$ cat src/rtl/tlfh_pkg.sv
// ----------------------------------------------------------------------------
// tlfh_pkg
// shared types and constants for the thermistor linearizer with fan hysteresis
// ----------------------------------------------------------------------------
package tlfh_pkg;

  localparam int DEFAULT_TABLE_DEPTH = 32;

  // field widths
  localparam int ADC_W   = 10;
  localparam int IDX_W   = 5;
  localparam int TEMP_W  = 11;
  localparam int CNT_W   = 6;
  localparam int CFG_A_W = 2;

  // stream widths, padded to whole bytes
  localparam int S_DATA_W = 32;
  localparam int M_DATA_W = 16;

  // register reset values
  localparam logic [TEMP_W-1:0] FAN_ON_RST  = TEMP_W'(500);
  localparam logic [TEMP_W-1:0] FAN_OFF_RST = TEMP_W'(480);
  localparam logic [CNT_W-1:0]  ENTRIES_RST = CNT_W'(32);

  // temperature = (i*3+25)*10 + frac = i*30 + 250 + frac
  localparam int TEMP_STEP  = 30;
  localparam int TEMP_BASE  = 250;
  localparam int FRAC_SCALE = 30;
  localparam int TEMP_MAX   = 2047;

  // fraction divider: numerator (hi-s)*30, quotient at most 30
  localparam int NUM_W   = 15;
  localparam int QUO_W   = 5;
  localparam int QCNT_W  = $clog2(QUO_W);

  typedef enum logic {
    KIND_SAMPLE = 1'b0,
    KIND_LOAD   = 1'b1
  } kind_e;

  typedef enum logic [CFG_A_W-1:0] {
    CFG_FAN_ON_ABOVE  = 2'd0,
    CFG_FAN_OFF_BELOW = 2'd1,
    CFG_ENTRIES_USED  = 2'd2
  } cfg_idx_e;

  // controller to datapath
  typedef struct packed {
    logic start;
    logic load_wr;
    logic search;
    logic mul;
    logic div_step;
    logic out_load;
  } tlfh_cmd_t;

  // datapath to controller
  typedef struct packed {
    logic found;
    logic div_last;
    logic out_free;
  } tlfh_sts_t;

endpackage

$ cat src/rtl/tlfh_ctrl.sv
// ----------------------------------------------------------------------------
// tlfh_ctrl
// sequencer for table scan, fraction divide and result handoff
// ----------------------------------------------------------------------------
module tlfh_ctrl
  import tlfh_pkg::*;
(
  input  logic      clk_i,
  input  logic      rst_ni,
  input  logic      in_valid_i,
  input  logic      in_kind_i,
  output logic      in_ready_o,
  output tlfh_cmd_t cmd_o,
  input  tlfh_sts_t sts_i
);

  typedef enum logic [2:0] {
    S_IDLE,
    S_SEARCH,
    S_MUL,
    S_DIV,
    S_FIN
  } state_e;

  state_e state_q, state_d;
  logic   accept;

  assign in_ready_o = (state_q == S_IDLE);
  assign accept     = in_ready_o && in_valid_i;

  always_comb begin
    cmd_o          = '0;
    cmd_o.start    = accept && (kind_e'(in_kind_i) == KIND_SAMPLE);
    cmd_o.load_wr  = accept && (kind_e'(in_kind_i) == KIND_LOAD);
    cmd_o.search   = (state_q == S_SEARCH);
    cmd_o.mul      = (state_q == S_MUL);
    cmd_o.div_step = (state_q == S_DIV);
    cmd_o.out_load = (state_q == S_FIN) && sts_i.out_free;
  end

  always_comb begin
    state_d = state_q;
    unique case (state_q)
      S_IDLE: begin
        if (cmd_o.start) state_d = S_SEARCH;
      end
      S_SEARCH: begin
        if (sts_i.found) state_d = S_MUL;
      end
      S_MUL: begin
        state_d = S_DIV;
      end
      S_DIV: begin
        if (sts_i.div_last) state_d = S_FIN;
      end
      S_FIN: begin
        if (sts_i.out_free) state_d = S_IDLE;
      end
      default: state_d = S_IDLE;
    endcase
  end

  always_ff @(posedge clk_i or negedge rst_ni) begin
    if (!rst_ni) begin
      state_q <= S_IDLE;
    end else begin
      state_q <= state_d;
    end
  end

endmodule

$ cat src/rtl/tlfh_datapath.sv
// ----------------------------------------------------------------------------
// tlfh_datapath
// calibration table, scan registers, fraction divider, fan flag, output beat
// ----------------------------------------------------------------------------
module tlfh_datapath
  import tlfh_pkg::*;
#(
  parameter int TABLE_DEPTH = DEFAULT_TABLE_DEPTH
) (
  input  logic                clk_i,
  input  logic                rst_ni,
  input  tlfh_cmd_t           cmd_i,
  output tlfh_sts_t           sts_o,
  input  logic                cfg_we_i,
  input  logic [CFG_A_W-1:0]  cfg_addr_i,
  input  logic [TEMP_W-1:0]   cfg_wdata_i,
  input  logic [ADC_W-1:0]    adc_sample_i,
  input  logic [IDX_W-1:0]    entry_index_i,
  input  logic [ADC_W-1:0]    entry_value_i,
  output logic                out_valid_o,
  input  logic                out_ready_i,
  output logic [TEMP_W-1:0]   temperature_tenths_o,
  output logic                fan_command_o,
  output logic                out_of_range_o
);

  localparam int IW = (TABLE_DEPTH > 1) ? $clog2(TABLE_DEPTH) : 1;
  localparam int NW = $clog2(TABLE_DEPTH + 1);
  localparam int TW = (NW + 6 > 12) ? NW + 6 : 12;

  // configuration
  logic [TEMP_W-1:0] fan_on_above_q, fan_off_below_q;
  logic [CNT_W-1:0]  entries_used_q;

  // calibration table
  logic [ADC_W-1:0]  table_mem [TABLE_DEPTH];
  logic [ADC_W-1:0]  rdata_q;

  // scan
  logic [NW-1:0]     n_used;
  logic [NW-1:0]     k_q, j_q, i_q;
  logic              dv_q;
  logic [ADC_W-1:0]  smp_q, prev_q, hi_q, lo_q, seff_q;
  logic              zero_q, oor_q;
  logic              hit_le;

  // divider
  logic [NUM_W-1:0]  rem_q, den_sh_q;
  logic [QUO_W-1:0]  quo_q;
  logic [QCNT_W-1:0] qcnt_q;
  logic [ADC_W-1:0]  num_diff, den_diff;
  logic              rem_ge;

  // result
  logic [TW-1:0]     temp_wide;
  logic [TEMP_W-1:0] temp_sat;
  logic              fan_q, fan_d;
  logic              out_valid_q;
  logic [TEMP_W-1:0] out_temp_q;
  logic              out_fan_q, out_oor_q;

  // ---------------- configuration registers ----------------
  always_ff @(posedge clk_i or negedge rst_ni) begin
    if (!rst_ni) begin
      fan_on_above_q  <= FAN_ON_RST;
      fan_off_below_q <= FAN_OFF_RST;
      entries_used_q  <= ENTRIES_RST;
    end else if (cfg_we_i) begin
      unique case (cfg_addr_i)
        CFG_FAN_ON_ABOVE:  fan_on_above_q  <= cfg_wdata_i;
        CFG_FAN_OFF_BELOW: fan_off_below_q <= cfg_wdata_i;
        CFG_ENTRIES_USED:  entries_used_q  <= cfg_wdata_i[CNT_W-1:0];
        default: ;
      endcase
    end
  end

  always_comb begin
    if (entries_used_q < CNT_W'(2)) begin
      n_used = NW'(2);
    end else if (int'(entries_used_q) > TABLE_DEPTH) begin
      n_used = NW'(TABLE_DEPTH);
    end else begin
      n_used = NW'(entries_used_q);
    end
  end

  // ---------------- table memory ----------------
  always_ff @(posedge clk_i) begin
    if (cmd_i.load_wr && (int'(entry_index_i) < TABLE_DEPTH)) begin
      table_mem[IW'(entry_index_i)] <= entry_value_i;
    end
    if (cmd_i.search) begin
      rdata_q <= table_mem[k_q[IW-1:0]];
    end
  end

  // ---------------- scan ----------------
  // one read issued per cycle, compare runs one entry behind
  assign hit_le      = (rdata_q <= smp_q);
  assign sts_o.found = cmd_i.search && dv_q && (hit_le || (j_q == n_used - NW'(1)));

  always_ff @(posedge clk_i or negedge rst_ni) begin
    if (!rst_ni) begin
      dv_q <= 1'b0;
    end else if (cmd_i.start) begin
      dv_q <= 1'b0;
    end else if (cmd_i.search) begin
      dv_q <= 1'b1;
    end
  end

  always_ff @(posedge clk_i) begin
    if (cmd_i.start) begin
      smp_q <= adc_sample_i;
      k_q   <= '0;
    end
    if (cmd_i.search) begin
      k_q <= k_q + NW'(1);
      j_q <= k_q;
      if (dv_q) prev_q <= rdata_q;
    end
    if (sts_o.found) begin
      hi_q <= prev_q;
      lo_q <= rdata_q;
      if (hit_le) begin
        if (j_q == '0) begin
          // at or above entry 0: fraction is zero
          i_q    <= NW'(1);
          zero_q <= 1'b1;
          oor_q  <= (smp_q > rdata_q);
          seff_q <= rdata_q;
        end else begin
          i_q    <= j_q;
          zero_q <= 1'b0;
          oor_q  <= 1'b0;
          seff_q <= smp_q;
        end
      end else begin
        // below every entry in use: clamp to the last one
        i_q    <= j_q;
        zero_q <= !(prev_q > rdata_q);
        oor_q  <= 1'b1;
        seff_q <= rdata_q;
      end
    end
  end

  // ---------------- fraction divider ----------------
  assign num_diff = hi_q - seff_q;
  assign den_diff = hi_q - lo_q;
  assign rem_ge   = (rem_q >= den_sh_q);

  always_ff @(posedge clk_i) begin
    if (cmd_i.mul) begin
      rem_q    <= NUM_W'(num_diff) * NUM_W'(FRAC_SCALE);
      den_sh_q <= NUM_W'(den_diff) << (QUO_W - 1);
      quo_q    <= '0;
      qcnt_q   <= '0;
    end else if (cmd_i.div_step) begin
      if (rem_ge) rem_q <= rem_q - den_sh_q;
      quo_q    <= {quo_q[QUO_W-2:0], rem_ge};
      den_sh_q <= den_sh_q >> 1;
      qcnt_q   <= qcnt_q + QCNT_W'(1);
    end
  end

  assign sts_o.div_last = cmd_i.div_step && (qcnt_q == QCNT_W'(QUO_W - 1));

  // ---------------- temperature and fan ----------------
  assign temp_wide = TW'(i_q) * TW'(TEMP_STEP) + TW'(TEMP_BASE)
                   + (zero_q ? TW'(0) : TW'(quo_q));
  assign temp_sat  = (temp_wide > TW'(TEMP_MAX)) ? TEMP_W'(TEMP_MAX) : temp_wide[TEMP_W-1:0];

  always_comb begin
    fan_d = fan_q;
    if (temp_sat > fan_on_above_q && !fan_q) begin
      fan_d = 1'b1;
    end else if (temp_sat < fan_off_below_q && fan_q) begin
      fan_d = 1'b0;
    end
  end

  assign sts_o.out_free = !out_valid_q || out_ready_i;

  always_ff @(posedge clk_i or negedge rst_ni) begin
    if (!rst_ni) begin
      fan_q       <= 1'b0;
      out_valid_q <= 1'b0;
    end else begin
      if (cmd_i.out_load) begin
        fan_q       <= fan_d;
        out_valid_q <= 1'b1;
      end else if (out_ready_i) begin
        out_valid_q <= 1'b0;
      end
    end
  end

  always_ff @(posedge clk_i) begin
    if (cmd_i.out_load) begin
      out_temp_q <= temp_sat;
      out_fan_q  <= fan_d;
      out_oor_q  <= oor_q;
    end
  end

  assign out_valid_o          = out_valid_q;
  assign temperature_tenths_o = out_temp_q;
  assign fan_command_o        = out_fan_q;
  assign out_of_range_o       = out_oor_q;

  // ---------------- assertions ----------------
  a_scan_in_span: assert property (@(posedge clk_i) disable iff (!rst_ni)
    (cmd_i.search && dv_q) |-> (j_q < n_used))
    else $error("scan compared an entry beyond the entries in use");

  a_quo_bound: assert property (@(posedge clk_i) disable iff (!rst_ni)
    (cmd_i.out_load && !zero_q) |-> (quo_q <= QUO_W'(FRAC_SCALE)))
    else $error("interpolation fraction above full step");

  a_no_overwrite: assert property (@(posedge clk_i) disable iff (!rst_ni)
    cmd_i.out_load |-> (!out_valid_q || out_ready_i))
    else $error("result loaded over a beat not yet taken");

endmodule

$ cat src/rtl/thermistor_linearize_fan_hysteresis_top.sv
// ----------------------------------------------------------------------------
// thermistor_linearize_fan_hysteresis_top
// thermistor reading to temperature in tenths, with fan on/off hysteresis
// ----------------------------------------------------------------------------
// A load beat (tuser = 1) writes one entry of the calibration table. A sample
// beat (tuser = 0) scans the table from entry 0 for the first entry not above
// the reading, interpolates between that entry and the one before it, and
// updates the fan flag; it gives one result beat. The scan reads one table
// entry per cycle through the single read port, and the fraction comes from a
// 5-step restoring divider. A sample holds the block until the scan stops at
// a hit or at the last entry in use and its result is loaded, which waits
// while the previous result beat is not yet taken on m_axis_tready_i. The
// output register lets the next beat be accepted while a result is pending.
// Table entries read before they were ever loaded give undefined results.
// Configuration writes (index 0 fan_on_above, 1 fan_off_below, 2
// entries_used) are always ready and must be made while the block is idle.
// ----------------------------------------------------------------------------
module thermistor_linearize_fan_hysteresis_top
  import tlfh_pkg::*;
#(
  parameter int TABLE_DEPTH = DEFAULT_TABLE_DEPTH
) (
  input  logic                clk_i,
  input  logic                rst_ni,
  // configuration write channel
  input  logic                cfg_valid_i,
  output logic                cfg_ready_o,
  input  logic [CFG_A_W-1:0]  cfg_addr_i,
  input  logic [TEMP_W-1:0]   cfg_wdata_i,
  // input stream
  input  logic                s_axis_tvalid_i,
  output logic                s_axis_tready_o,
  // [9:0] adc_sample, [14:10] entry_index, [24:15] entry_value, rest zero
  input  logic [S_DATA_W-1:0] s_axis_tdata_i,
  // [0] kind
  input  logic                s_axis_tuser_i,
  // result stream
  output logic                m_axis_tvalid_o,
  input  logic                m_axis_tready_i,
  // [10:0] temperature_tenths, [11] fan_command, [12] out_of_range, rest zero
  output logic [M_DATA_W-1:0] m_axis_tdata_o
);

  tlfh_cmd_t         cmd;
  tlfh_sts_t         sts;
  logic [TEMP_W-1:0] temp;
  logic              fan_cmd;
  logic              oor;

  // register writes never stall
  assign cfg_ready_o = 1'b1;

  tlfh_ctrl u_ctrl (
    .clk_i      (clk_i),
    .rst_ni     (rst_ni),
    .in_valid_i (s_axis_tvalid_i),
    .in_kind_i  (s_axis_tuser_i),
    .in_ready_o (s_axis_tready_o),
    .cmd_o      (cmd),
    .sts_i      (sts)
  );

  tlfh_datapath #(
    .TABLE_DEPTH (TABLE_DEPTH)
  ) u_datapath (
    .clk_i                (clk_i),
    .rst_ni               (rst_ni),
    .cmd_i                (cmd),
    .sts_o                (sts),
    .cfg_we_i             (cfg_valid_i && cfg_ready_o),
    .cfg_addr_i           (cfg_addr_i),
    .cfg_wdata_i          (cfg_wdata_i),
    .adc_sample_i         (s_axis_tdata_i[ADC_W-1:0]),
    .entry_index_i        (s_axis_tdata_i[ADC_W +: IDX_W]),
    .entry_value_i        (s_axis_tdata_i[ADC_W+IDX_W +: ADC_W]),
    .out_valid_o          (m_axis_tvalid_o),
    .out_ready_i          (m_axis_tready_i),
    .temperature_tenths_o (temp),
    .fan_command_o        (fan_cmd),
    .out_of_range_o       (oor)
  );

  // pack the result beat, padding bits held at zero
  assign m_axis_tdata_o = {{(M_DATA_W - TEMP_W - 2){1'b0}}, oor, fan_cmd, temp};

endmodule
$ cat config.mk
export PLATFORM = sky130hd
export DESIGN_NAME = thermistor_linearize_fan_hysteresis_top
export DESIGN_NICKNAME = d
export VERILOG_FILES = /design/src/rtl/tlfh_pkg.sv /design/src/rtl/tlfh_ctrl.sv /design/src/rtl/tlfh_datapath.sv /design/src/rtl/thermistor_linearize_fan_hysteresis_top.sv
export SDC_FILE = /design/constraint.sdc
export NUM_CORES = 1
export LEC_CHECK = 0
export CORE_MARGIN = 2
export CORE_UTILIZATION = 55
export DETAILED_ROUTE_END_ITERATION = 16
export DONT_BUFFER_PORTS = 1
export PLACE_DENSITY_LB_ADDON = 0.25
export REMOVE_ABC_BUFFERS = 1
export SLEW_MARGIN = 20
export SYNTH_ARGS = -nofsm -noshare
export SYNTH_HDL_FRONTEND = slang
export SYNTH_SLANG_ARGS = --single-unit
export TNS_END_PERCENT = 20
$ cat constraint.sdc
create_clock -name clk_i -period 6.59 [get_ports clk_i]
set_clock_uncertainty 0.2 [all_clocks]
set_input_delay 1.318 -clock clk_i [delete_from_list [all_inputs] [get_ports clk_i]]
set_output_delay 1.318 -clock clk_i [all_outputs]
set_load 0.05 [all_outputs]
# == After elaboration in Yosys (flattened, before gate mapping) ==
# Memories as Yosys holds them, arrays and structs flattened. A register that Yosys moved wholly into a read port is not among the register bits.
# Index checks and enable logic that the tools add are counted.
# totals
regBits,154
ram_bits,320
in_bits,51
out_inout_bits,19
elab_cells,118
memories,1
# classes
addsub,8
multipliers,2
magnitude_cmp,9
eq_ne,12
mux,31
n_bitwise,1
n_reduce_logical,28
# memory_table
name,depth,word_bits,read_ports,rd_ports_with_merged_regs,wr,line_no,source
u_datapath.table_mem,32,10,1,1,1,tlfh_datapath.sv:36,logic [ADC_W-1:0] table_mem [TABLE_DEPTH];
# op_table
operator,count
two-way mux 15 bit,3
two-way mux 6 bit,6
two-way mux 14 bit,2
greater-than comparator 10 bit,2
two-way mux 10 bit,2
subtractor 10 bit,2
greater-or-equal comparator 15 x 14 -> 1 bit,1
one-hot mux 3 bit (5 select lines),1
subtractor 15 x 14 -> 15 bit,1
multiplier 10 x 4 -> 14 bit (second input constant),1
adder 11 x 8 -> 12 bit (second input constant),1
adder 12 bit,1
greater-than comparator 12 x 11 -> 1 bit (second input constant),1
two-way mux 3 bit,4
AND reduction 2 bit,6
greater-than comparator 11 bit,1
< comparator 11 bit,1
two-way mux 1 bit,11
two-way mux 11 bit,1
<= comparator 10 bit,1
multiplier 6 x 4 -> 10 bit (second input constant),1
logical AND 1 bit,9
nonzero test 2 bit,4
adder 6 x 1 -> 6 bit (second input constant),1
other kinds (20),27

# == Logic depth before layout (Yosys ltp) ==
# Gate-level depths: netlist of run 1.
# depth
depth_word,9
mapped_depth,24
depth_no_buf,24

# == By module ==
# Synthesis of run 1 repeated with hierarchy kept, for this count alone.
# unflattened
cells_unflattened,1499
area_unflattened_um2,23040.8
# modules_own_cells
mod,n_inst,cells_per_inst,area_each_um2,seq_area_each_um2
tlfh_datapath,1,1466,22759.3,14172.3
tlfh_ctrl,1,25,229.0,75.1
thermistor_linearize_fan_hysteresis_top,1,8,52.6,0.0

# == Least setup slack after synthesis of run 1 ==
# Ideal clock, no wire load.
# synth_timing
path_kind,register to register
from,register u_datapath.i_q[0]
to,register u_datapath.fan_q
setup_ns,0.118
t_arrival_ns,5.240
required_ns,6.272
slack_ns,1.032
path_stages_with_launch,21
n_path_buf,0
period_less_slack_ns,5.558
cell_sequence,edfxtp_1 -> fa_1 -> fa_1 -> inv_1 -> fa_1 -> ha_1 -> inv_1 -> ha_1 -> a21o_2 -> nand2_1 -> a31oi_4 -> or3_1 -> a21oi_1 -> a32oi_1 -> ha_1 -> nand2_1 -> or4b_2 -> o32ai_1 -> a211oi_1 -> mux2_2 -> a21o_1
# synth_via
elab_chain_len,9
elab_cells_between_ends,11
cone_classes,2 x add/sub; 1 x mul; 3 x order compare; 3 x mux; 2 x reduce/logical
# synth_rtl
item,line_no,source
start: declaration,tlfh_datapath.sv:41,"logic [NW-1:0] k_q, j_q, i_q;"
start signal: assignment,tlfh_datapath.sv:134,i_q <= j_q;
start signal: assignment,tlfh_datapath.sv:141,i_q <= j_q;
multiplier 6 x 4 -> 10 bit *,tlfh_datapath.sv:171,assign temp_wide = TW'(i_q) * TW'(TEMP_STEP) + TW'(TEMP_BASE)
adder 11 x 8 -> 12 bit *,tlfh_datapath.sv:171,
adder 12 bit *,tlfh_datapath.sv:172,+ (zero_q ? TW'(0) : TW'(quo_q));
greater-than comparator 12 x 11 -> 1 bit,tlfh_datapath.sv:173,assign temp_sat = (temp_wide > TW'(TEMP_MAX)) ? TEMP_W'(TEMP_MAX) : temp_wide[TEMP_W-1:0];
two-way mux 11 bit *,tlfh_datapath.sv:173,
named net u_datapath.temp_sat[10],tlfh_datapath.sv:56,logic [TEMP_W-1:0] temp_sat;
< comparator 11 bit,tlfh_datapath.sv:179,end else if (temp_sat < fan_off_below_q && fan_q) begin
logical AND 1 bit,tlfh_datapath.sv:179,
two-way mux 1 bit,tlfh_datapath.sv:179,
two-way mux 1 bit *,tlfh_datapath.sv:177,if (temp_sat > fan_on_above_q && !fan_q) begin
end signal: assignment,tlfh_datapath.sv:192,fan_q <= fan_d;
end: declaration,tlfh_datapath.sv:57,"logic fan_q, fan_d;"
# Mark *: on every way through the listed nets, which the timed path passes. The rest lies on a longest branch.
# A chain may end at the register's enable or synchronous reset.

# == Final worst setup path of run 1 ==
# layout_timing
from,register u_datapath.i_q[3]
to,register u_datapath.fan_q
# Same word-level chain as after synthesis.

==> results of run 1 <==
-- flip-flops by register name, summed over array words and instances (netlist names), 5 cells and up --
| signal | cells |
|---|---|
| u_datapath.smp_q | 10 |
| u_datapath.prev_q | 10 |
| u_datapath.rem_q | 15 |
| u_datapath.seff_q | 10 |
| u_datapath.i_q | 6 |
| u_datapath.rdata_q | 10 |
| u_datapath.hi_q | 10 |
| u_datapath.den_sh_q | 14 |
| u_datapath.lo_q | 10 |
| u_datapath.entries_used_q | 6 |
| u_datapath.fan_on_above_q | 11 |
| u_datapath.temperature_tenths_o | 11 |
| u_datapath.k_q | 6 |
| u_datapath.j_q | 6 |
| u_datapath.fan_off_below_q | 11 |
| u_datapath.table_mem | 320 |
| u_datapath.quo_q | 5 |
-- layer usage --
layer  vias up  part of all wire (%)  GRT usage (%)
met5         -                     0              0
met4         0                   3.7           8.78
met3        79                   5.5           3.17
met2       334                    49           34.6
met1      5958                    42           27.3
li1       5674                     -              -
-- cells in the final DEF, fill, tap and decap left out, drive strengths merged, types with 9 or more instances in the layout --
cell type,instances
edfxtp,437
inv,148
ha,118
mux4,100
nor2,83
nand2,79
o21ai,70
clkbuf,62
a21oi,42
xnor2,32
mux2,30
fa,30
a21o,25
dfrtp,23
nand3,23
xor2,21
nand2b,19
clkinv,19
nor2b,17
nor3,16
dfxtp,13
buf,12
nand4,11
dfstp,11
o21a,9
o22ai,9
-- final timing paths --
check	from	to	slack, ns	cells after the start
max reg2reg	u_datapath.i_q[3]	u_datapath.fan_q	0.52	22
min in group clk_i	u_datapath.quo_q[4]	u_datapath.quo_q[4]	0.25	2
min reg2reg	u_datapath.quo_q[4]	u_datapath.quo_q[4]	0.25	2
max in group asynchronous	rst_ni	u_datapath.entries_used_q[5]	5.78	0
max	u_datapath.i_q[3]	u_datapath.fan_q	0.52	22
min	rst_ni	u_datapath.dv_q	0.20	0
-- logic make-up (layout without fill, tap and decap cells) --
| family | after synthesis | after routing | synth area share (%) |
|---|---|---|---|
| compound gates | 203 | 203 | 5.64 |
| xor+xnor | 53 | 53 | 2.11 |
| fa+ha+maj | 148 | 148 | 9.06 |
| buf+inv | 201 | 250 | 3.52 |
| flops | 484 | 484 | 62.1 |
| mux | 134 | 134 | 11.5 |
| other cells | 2 | 4 | 0.0327 |
| simple gates | 288 | 288 | 6.06 |
-- stage by stage --
stage | instances | setup WS, ns
detailed placement | 2005 | 0.514
floorplan | 1461 | 1.03
global placement | 2005 | 0.595
global route | 2096 | 0.00875
finish | 2096 | 0.518
CTS | 2096 | 0.487
-- area by class of cell --
class / instances / area, sq um
clock buffer: 62 / 1270
fill: 3044 / 15900
inverter: 147 / 566
tap: 532 / 666
multi-input combinational: 830 / 7910
clock inverter: 29 / 333
timing repair buffer: 12 / 90.1
sequential: 484 / 14200
==> qor.csv, run 1 <==
metric;value;unit
postCtsHoldBufs;0;
rows;74;
finalCriticalPeriod;6.07;ns
cp_slowest_cell;or4b_2;
wl_per_cell;20.8;um
synth_most_common_cell;edfxtp_1;
fin_crit_sh;92.1;%
final_area;25100;sq um
maxSlewViolCount;0;
drt_iter0_markers;953;
synth_edf_count;437;
start_util;55.9;%
drv_cap;0;
grt_pass1_wl;68.8;mm
ios;70;
fin_util;61.2;%
tns;0;ns
cts_buffers;49;
max_freq;165;MHz
antenna_found_initial;0;
min_path_type;input port to asynchronous set/reset pin;
synth.distinct_cells;69;
async_flop_share;7.02;%
cp.required;6.87;ns
slowest_delay;0.61;ns
grt_usage;20.7;%
hpwl;29.7;mm
synth_area_leaders;edfxtp_1 (57%), mux4_2 (9.8%), ha_1 (6.4%);
synthDominantCellAreaShare;57.2;%
root_buffer;clkbuf_16;
setup_violations;0;
path_cells;inv_1 > fa_1 > fa_1 > inv_1 > ha_1 > bufinv_8 > a21oi_1 > o21ai_0 > nor2b_1 > xnor2_1 > ha_1 > nor2_1 > o21ai_0 > o221ai_2 > o21ai_0 > ha_1 > nand4_1 > or4b_2 > o32ai_1 > a211oi_1 > mux2_2 > a21o_1;
cts.sinks;484;
die-area;43300;sq um
clk_latency;0.61;ns
overflow;0;
cts_resized;0;
maxSlewHeadroom;28.7;%
die_w;208;um
path_clk_slew;0.06;ns
layout.nets;1723;
endpoint_kind;flip-flop;
worstSetupStartpointType;flip-flop;
synth-seq-cells;484;
grt_max_degree;70;
wirelength;43.5;mm
crit_arrival;6.35;ns
hold_slack;0.201;ns
cts_tree;done;
status;finished, final reports clean;
die_h;208;um
seq_area_frac_synth;62.1;%
worst-path-buf-inv;3;
cts_setup_buffers;0;
hold_viol;0;
routed_via_density;5.75;
drc;0;
drive_gt1_share;15.6;%
cp_top_family;adder cells;
grt_pass1_vias;12451;
antenna_left;0;
synth_cells;1513;
synth_area;22900;sq um
tightest_slew;1.07;ns
synth.avg_cell_area;15.2;sq um
worstSetupPathType;flip-flop to flip-flop;
num_antenna_cells;0;
coreArea;41000;sq um
place_area;23500;sq um
synth_commonest_cells;edfxtp_1 (437), inv_1 (144), ha_1 (118);
cp_max_fo;10;
rsz0062_at_grt;false;
port_buffers;0;
htreeDepth;2;
place_congestion;0.905;
clock_path_buffers;3;
drt_first_pass_iters;5;
ys.flop_type;edfxtp_1;
vias;12045;
synth_area_leader_cell;edfxtp_1;
syn_to_final_growth;9.38;%
ys_warn_count;0;
Power of run 1 is left out: the tool's default activity adds up to more than one toggle a clock period on the data nets, which glitch-free logic cannot reach.
==> inputs of run 2 (changes only) <==
--- a/config.mk
+++ b/config.mk
@@ -10,7 +10,6 @@
 export DETAILED_ROUTE_END_ITERATION = 16
 export DONT_BUFFER_PORTS = 1
 export PLACE_DENSITY_LB_ADDON = 0.25
-export REMOVE_ABC_BUFFERS = 1
 export SLEW_MARGIN = 20
 export SYNTH_ARGS = -nofsm -noshare
 export SYNTH_HDL_FRONTEND = slang
==> run 2 against run 1 <==
Final cell count is 0.19% lower. Non-clock buffer count fell by 4. Hold slack improved by 0.027 ns. First-iteration DRC count down 15%. Critical path depth unchanged. Register-to-register slack worse by 0.09 ns. Routed wire length is 1.7% lower. Sequential cell count is the same. Sequential share of layout area fell by 0.16 points.
==> qor.csv, run 2 (synthesis gave the netlist of run 1 again) <==
metric;value;unit;change
drv_cap;0;;unchanged
drc;0;;unchanged
place_area;23400;sq um;was 23500 sq um
wirelength;42.8;mm;was 43.5 mm
num_antenna_cells;0;;unchanged
drive_gt1_share;15.5;%;was 15.6%
endpoint_kind;flip-flop;;unchanged
antenna_found_initial;0;;unchanged
crit_arrival;6.43;ns;was 6.35 ns
grt_pass1_vias;12279;;was 12451
top_usage_layer;met2;;unchanged
htreeDepth;2;;unchanged
grt_usage;20.4;%;was 20.7%
die-area;43300;sq um;unchanged
finalCriticalPeriod;6.16;ns;was 6.07 ns
root_buffer;clkbuf_16;;unchanged
r2r_slack;0.43;ns;was 0.52 ns
fin_util;61.3;%;was 61.2%
routed_via_density;5.73;;was 5.75
worstSetupStartpointType;flip-flop;;unchanged
clk_latency;0.59;ns;was 0.61 ns
min_path_type;input port to asynchronous set/reset pin;;unchanged
rows;74;;unchanged
die_w;208;um;unchanged
grt_max_degree;85;;was 70
max_freq;162;MHz;was 165 MHz
port_buffers;0;;unchanged
clock_path_buffers;3;;unchanged
coreArea;41000;sq um;unchanged
cts_buffers;49;;unchanged
met1_usage;27.6;%;was 27.3%
final_common_cell;edfxtp_1;;unchanged
cts_tree;done;;unchanged
grt_pass1_wl;68.2;mm;was 68.8 mm
tns;0;ns;unchanged
hpwl;29.2;mm;was 29.7 mm
cts.sinks;484;;unchanged
status;finished, final reports clean;;unchanged
layout.nets;1719;;was 1723
ios;70;;unchanged
final_cell_mix;edfxtp_1 (437), inv_1 (144), ha_1 (118);;unchanged
largest_register_ffs;320;;unchanged
drt_first_pass_iters;5;;unchanged
setup_violations;0;;unchanged
hold_viol;0;;unchanged
gr-usage-met2;34.2;%;was 34.6%
postCtsHoldBufs;0;;unchanged
rsz0062_at_grt;false;;unchanged
syn_to_final_growth;9.68;%;was 9.38%
worstSetupPathType;flip-flop to flip-flop;;unchanged
largest-register;u_datapath.table_mem;;unchanged
drt_iter0_markers;814;;was 953
maxSlewViolCount;0;;unchanged
final_area;25200;sq um;was 25100 sq um
start_util;55.9;%;unchanged
place_congestion;0.845;;was 0.905
overflow;0;;unchanged
maxSlewHeadroom;22.8;%;was 28.7%
tightest_slew;1.16;ns;was 1.07 ns
antenna_left;0;;unchanged
fin_crit_sh;93.5;%;was 92.1%
grt_util_met3;3.03;%;was 3.17%
wl_per_cell;20.5;um;was 20.8 um
path_clk_slew;0.06;ns;about the same
vias;11988;;was 12045
cp_max_fo;10;;unchanged
die_h;208;um;unchanged
reg_top3;u_datapath.table_mem: 320 flops, u_datapath.rem_q: 15 flops, u_datapath.den_sh_q: 14 flops;;unchanged
cp.required;6.86;ns;was 6.87 ns
cts_setup_buffers;0;;unchanged
run 2: final cells by class:
class                   count  area (sq um)
fillers                  3041         15900
flip-flops and latches    484         14200
multi-input cells         830          7900
clock buffers              57          1260
well taps                 532           666
inverters                 147           566
clock inverters            34           447
repair buffers              8          72.6
run 2: worst paths after layout:
check | endpoint | startpoint | cells after the start
setup / recovery | u_datapath.fan_q | u_datapath.i_q[3] | 22
hold / removal | u_ctrl.state_q[0] | rst_ni | 0
setup reg to reg | u_datapath.fan_q | u_datapath.i_q[3] | 22
hold reg to reg | u_datapath.quo_q[4] | u_datapath.quo_q[4] | 2
max in group asynchronous | u_datapath.fan_off_below_q[5] | rst_ni | 0
min in group clk_i | u_datapath.quo_q[4] | u_datapath.quo_q[4] | 2
run 2: repair_timing:
action / CTS / global route
hold endpoints to repair: 0 / 0
gates resized for setup: 0 / 1
setup endpoints to repair: 0 / 1
run 2: per-layer routing:
metal | routed length, um | vias up
met5 | 0 | -
met4 | 1210 | 0
met3 | 1950 | 68
met2 | 21200 | 271
met1 | 18400 | 5964
li1 | - | 5685
run 2: per-stage QoR:
stage	hold WS (ns)	worst slack, ns	std cells
after floorplan	0.200	1.03	1515
after global placement	0.230	0.526	2001
after detailed placement	0.236	0.425	2001
after CTS	0.192	0.409	2092
after global routing	0.203	0.00848	2092
final	0.228	0.428	2092
run 2: critical path, cell delays in order (launching register included):
cell,delay (ns)
edfxtp_1,0.42
inv_1,0.22
fa_1,0.48
fa_1,0.51
inv_1,0.04
ha_1,0.32
bufinv_8,0.21
a21oi_1,0.16
o21ai_0,0.13
nor2b_1,0.17
xnor2_1,0.13
ha_1,0.25
nor2_1,0.11
o21ai_0,0.11
o221ai_2,0.40
o21ai_0,0.38
ha_1,0.41
nand4_1,0.09
or4b_2,0.61
o32ai_1,0.18
a211oi_1,0.10
mux2_2,0.29
a21o_1,0.15
Power of run 2 is left out for the same reason.
==> inputs of run 3 (changes only) <==
--- a/config.mk
+++ b/config.mk
@@ -9,7 +9,8 @@
 export CORE_UTILIZATION = 55
 export DETAILED_ROUTE_END_ITERATION = 16
 export DONT_BUFFER_PORTS = 1
-export PLACE_DENSITY_LB_ADDON = 0.25
+export HOLD_SLACK_MARGIN = 0.12
+export PLACE_DENSITY = 0.78
 export SLEW_MARGIN = 20
 export SYNTH_ARGS = -nofsm -noshare
 export SYNTH_HDL_FRONTEND = slang
==> run 3 against run 2 <==
Final cell count barely moved. Global-route usage is 0.98 points higher. Non-clock buffer count grew 1. Sequential share of layout area increased by 0.19 points. Die area stayed put. Worst setup slack better by 0.021 ns. Critical endpoint unchanged. Largest cell class unchanged.
==> qor.csv, run 3 (synthesis gave the netlist of run 1 again) <==
metric;value;unit;change
setup_violations;0;;unchanged
min_path_type;input port to asynchronous set/reset pin;;unchanged
die_w;208;um;unchanged
worstSetupPathType;flip-flop to flip-flop;;unchanged
final_common_cell;edfxtp_1;;unchanged
place_area;23400;sq um;unchanged
max_freq;163;MHz;was 162 MHz
drv_cap;0;;unchanged
cp_max_fo;10;;unchanged
drc;0;;unchanged
root_buffer;clkbuf_16;;unchanged
grt_max_degree;84;;was 85
largest_register_ffs;320;;unchanged
routed_via_density;5.87;;was 5.73
drive_gt1_share;15.6;%;was 15.5%
rsz0062_at_grt;false;;unchanged
drt_first_pass_iters;4;;was 5
port_buffers;0;;unchanged
tightest_slew;1.13;ns;was 1.16 ns
htreeDepth;2;;unchanged
fin_crit_sh;93.2;%;was 93.5%
r2r_start;u_datapath.i_q[3];;unchanged
maxSlewHeadroom;24.2;%;was 22.8%
postCtsHoldBufs;0;;unchanged
rows;74;;unchanged
r2r_slack;0.45;ns;was 0.43 ns
worstSetupStartpointType;flip-flop;;unchanged
reg_top3;u_datapath.table_mem: 320 flops, u_datapath.rem_q: 15 flops, u_datapath.den_sh_q: 14 flops;;unchanged
layout.nets;1720;;was 1719
cts_setup_buffers;0;;unchanged
start_util;55.9;%;unchanged
r2r_end;u_datapath.fan_q;;unchanged
cts_resized;0;;unchanged
coreArea;41000;sq um;unchanged
cts_buffers;49;;unchanged
final_cell_mix;edfxtp_1 (437), inv_1 (144), ha_1 (118);;unchanged
tns;0;ns;unchanged
antenna_left;0;;unchanged
cts_tree;done;;unchanged
cp.required;6.86;ns;about the same
hold_viol;0;;unchanged
endpoint_kind;flip-flop;;unchanged
final_area;25100;sq um;was 25200 sq um
num_antenna_cells;0;;unchanged
fin_util;61.1;%;was 61.3%
finalCriticalPeriod;6.14;ns;was 6.16 ns
place_congestion;0.848;;was 0.845
status;finished, final reports clean;;unchanged
clock_path_buffers;3;;unchanged
die-area;43300;sq um;unchanged
drt_iter0_markers;1004;;was 814
grt_usage;21.4;%;was 20.4%
path_clk_slew;0.06;ns;about the same
syn_to_final_growth;9.32;%;was 9.68%
reg2reg_depth;22;;unchanged
crit_arrival;6.41;ns;was 6.43 ns
wirelength;45.1;mm;was 42.8 mm
vias;12289;;was 11988
clk_latency;0.60;ns;was 0.59 ns
die_h;208;um;unchanged
antenna_found_initial;0;;unchanged
maxSlewViolCount;0;;unchanged
grt_pass1_vias;12854;;was 12279
overflow;0;;unchanged
largest-register;u_datapath.table_mem;;unchanged
grt_pass1_wl;71.5;mm;was 68.2 mm
hpwl;29.7;mm;was 29.2 mm
ios;70;;unchanged
wl_per_cell;21.5;um;was 20.5 um
cts.sinks;484;;unchanged
-- run 3: final cells by class --
| type | count | area [sq um] |
|---|---|---|
| timing repair buffer | 9 | 87.6 |
| clock buffer | 65 | 1310 |
| inverter | 147 | 566 |
| fill | 2893 | 15900 |
| multi-input combinational | 830 | 7900 |
| sequential | 484 | 14200 |
| tap | 532 | 666 |
| clock inverter | 26 | 297 |
-- run 3: how the worst max path moves through the flow --
stage,from,end,slack (ns),cells past startpoint
6_report,u_datapath.i_q[3],u_datapath.fan_q,0.45,22
5_1_grt,u_datapath.i_q[3],u_datapath.fan_q,0.02,22
2_1_floorplan,u_datapath.i_q[0],u_datapath.fan_q,1.03,20
3_3_place_gp,u_datapath.i_q[3],u_datapath.fan_q,0.61,22
3_5_place_dp,u_datapath.i_q[3],u_datapath.fan_q,0.46,22
4_1_cts,u_datapath.i_q[3],u_datapath.fan_q,0.44,22
-- run 3: metal layers --
metal  GRT usage, %  wire length, um  up-vias
met1           27.8            18600     6170
met5              0                0        -
met4           6.90             1320        0
li1               -                -     5673
met2           36.6            22700      365
met3           4.06             2470       81
-- run 3: critical path: stages, from the launching register on --
cell      delay [ns]
edfxtp_1        0.42
inv_1           0.22
fa_1            0.47
fa_1            0.51
inv_1           0.04
ha_1            0.32
bufinv_8        0.21
a21oi_1         0.17
o21ai_0         0.12
nor2b_1         0.17
xnor2_1         0.13
ha_1            0.25
nor2_1          0.12
o21ai_0         0.12
o221ai_2        0.40
o21ai_0         0.33
ha_1            0.39
nand4_1         0.11
or4b_2          0.61
o32ai_1         0.17
a211oi_1        0.10
mux2_2          0.29
a21o_1          0.15
-- run 3: metrics by stage --
| step | hold slack [ns] | worst slack [ns] | std cells |
|---|---|---|---|
| global route | 0.200 | 0.0215 | 2093 |
| CTS | 0.201 | 0.440 | 2092 |
| global placement | 0.229 | 0.613 | 2001 |
| floorplan | 0.200 | 1.03 | 1515 |
| detailed placement | 0.243 | 0.465 | 2001 |
| finish | 0.232 | 0.449 | 2093 |
Power of run 3 is left out for the same reason.
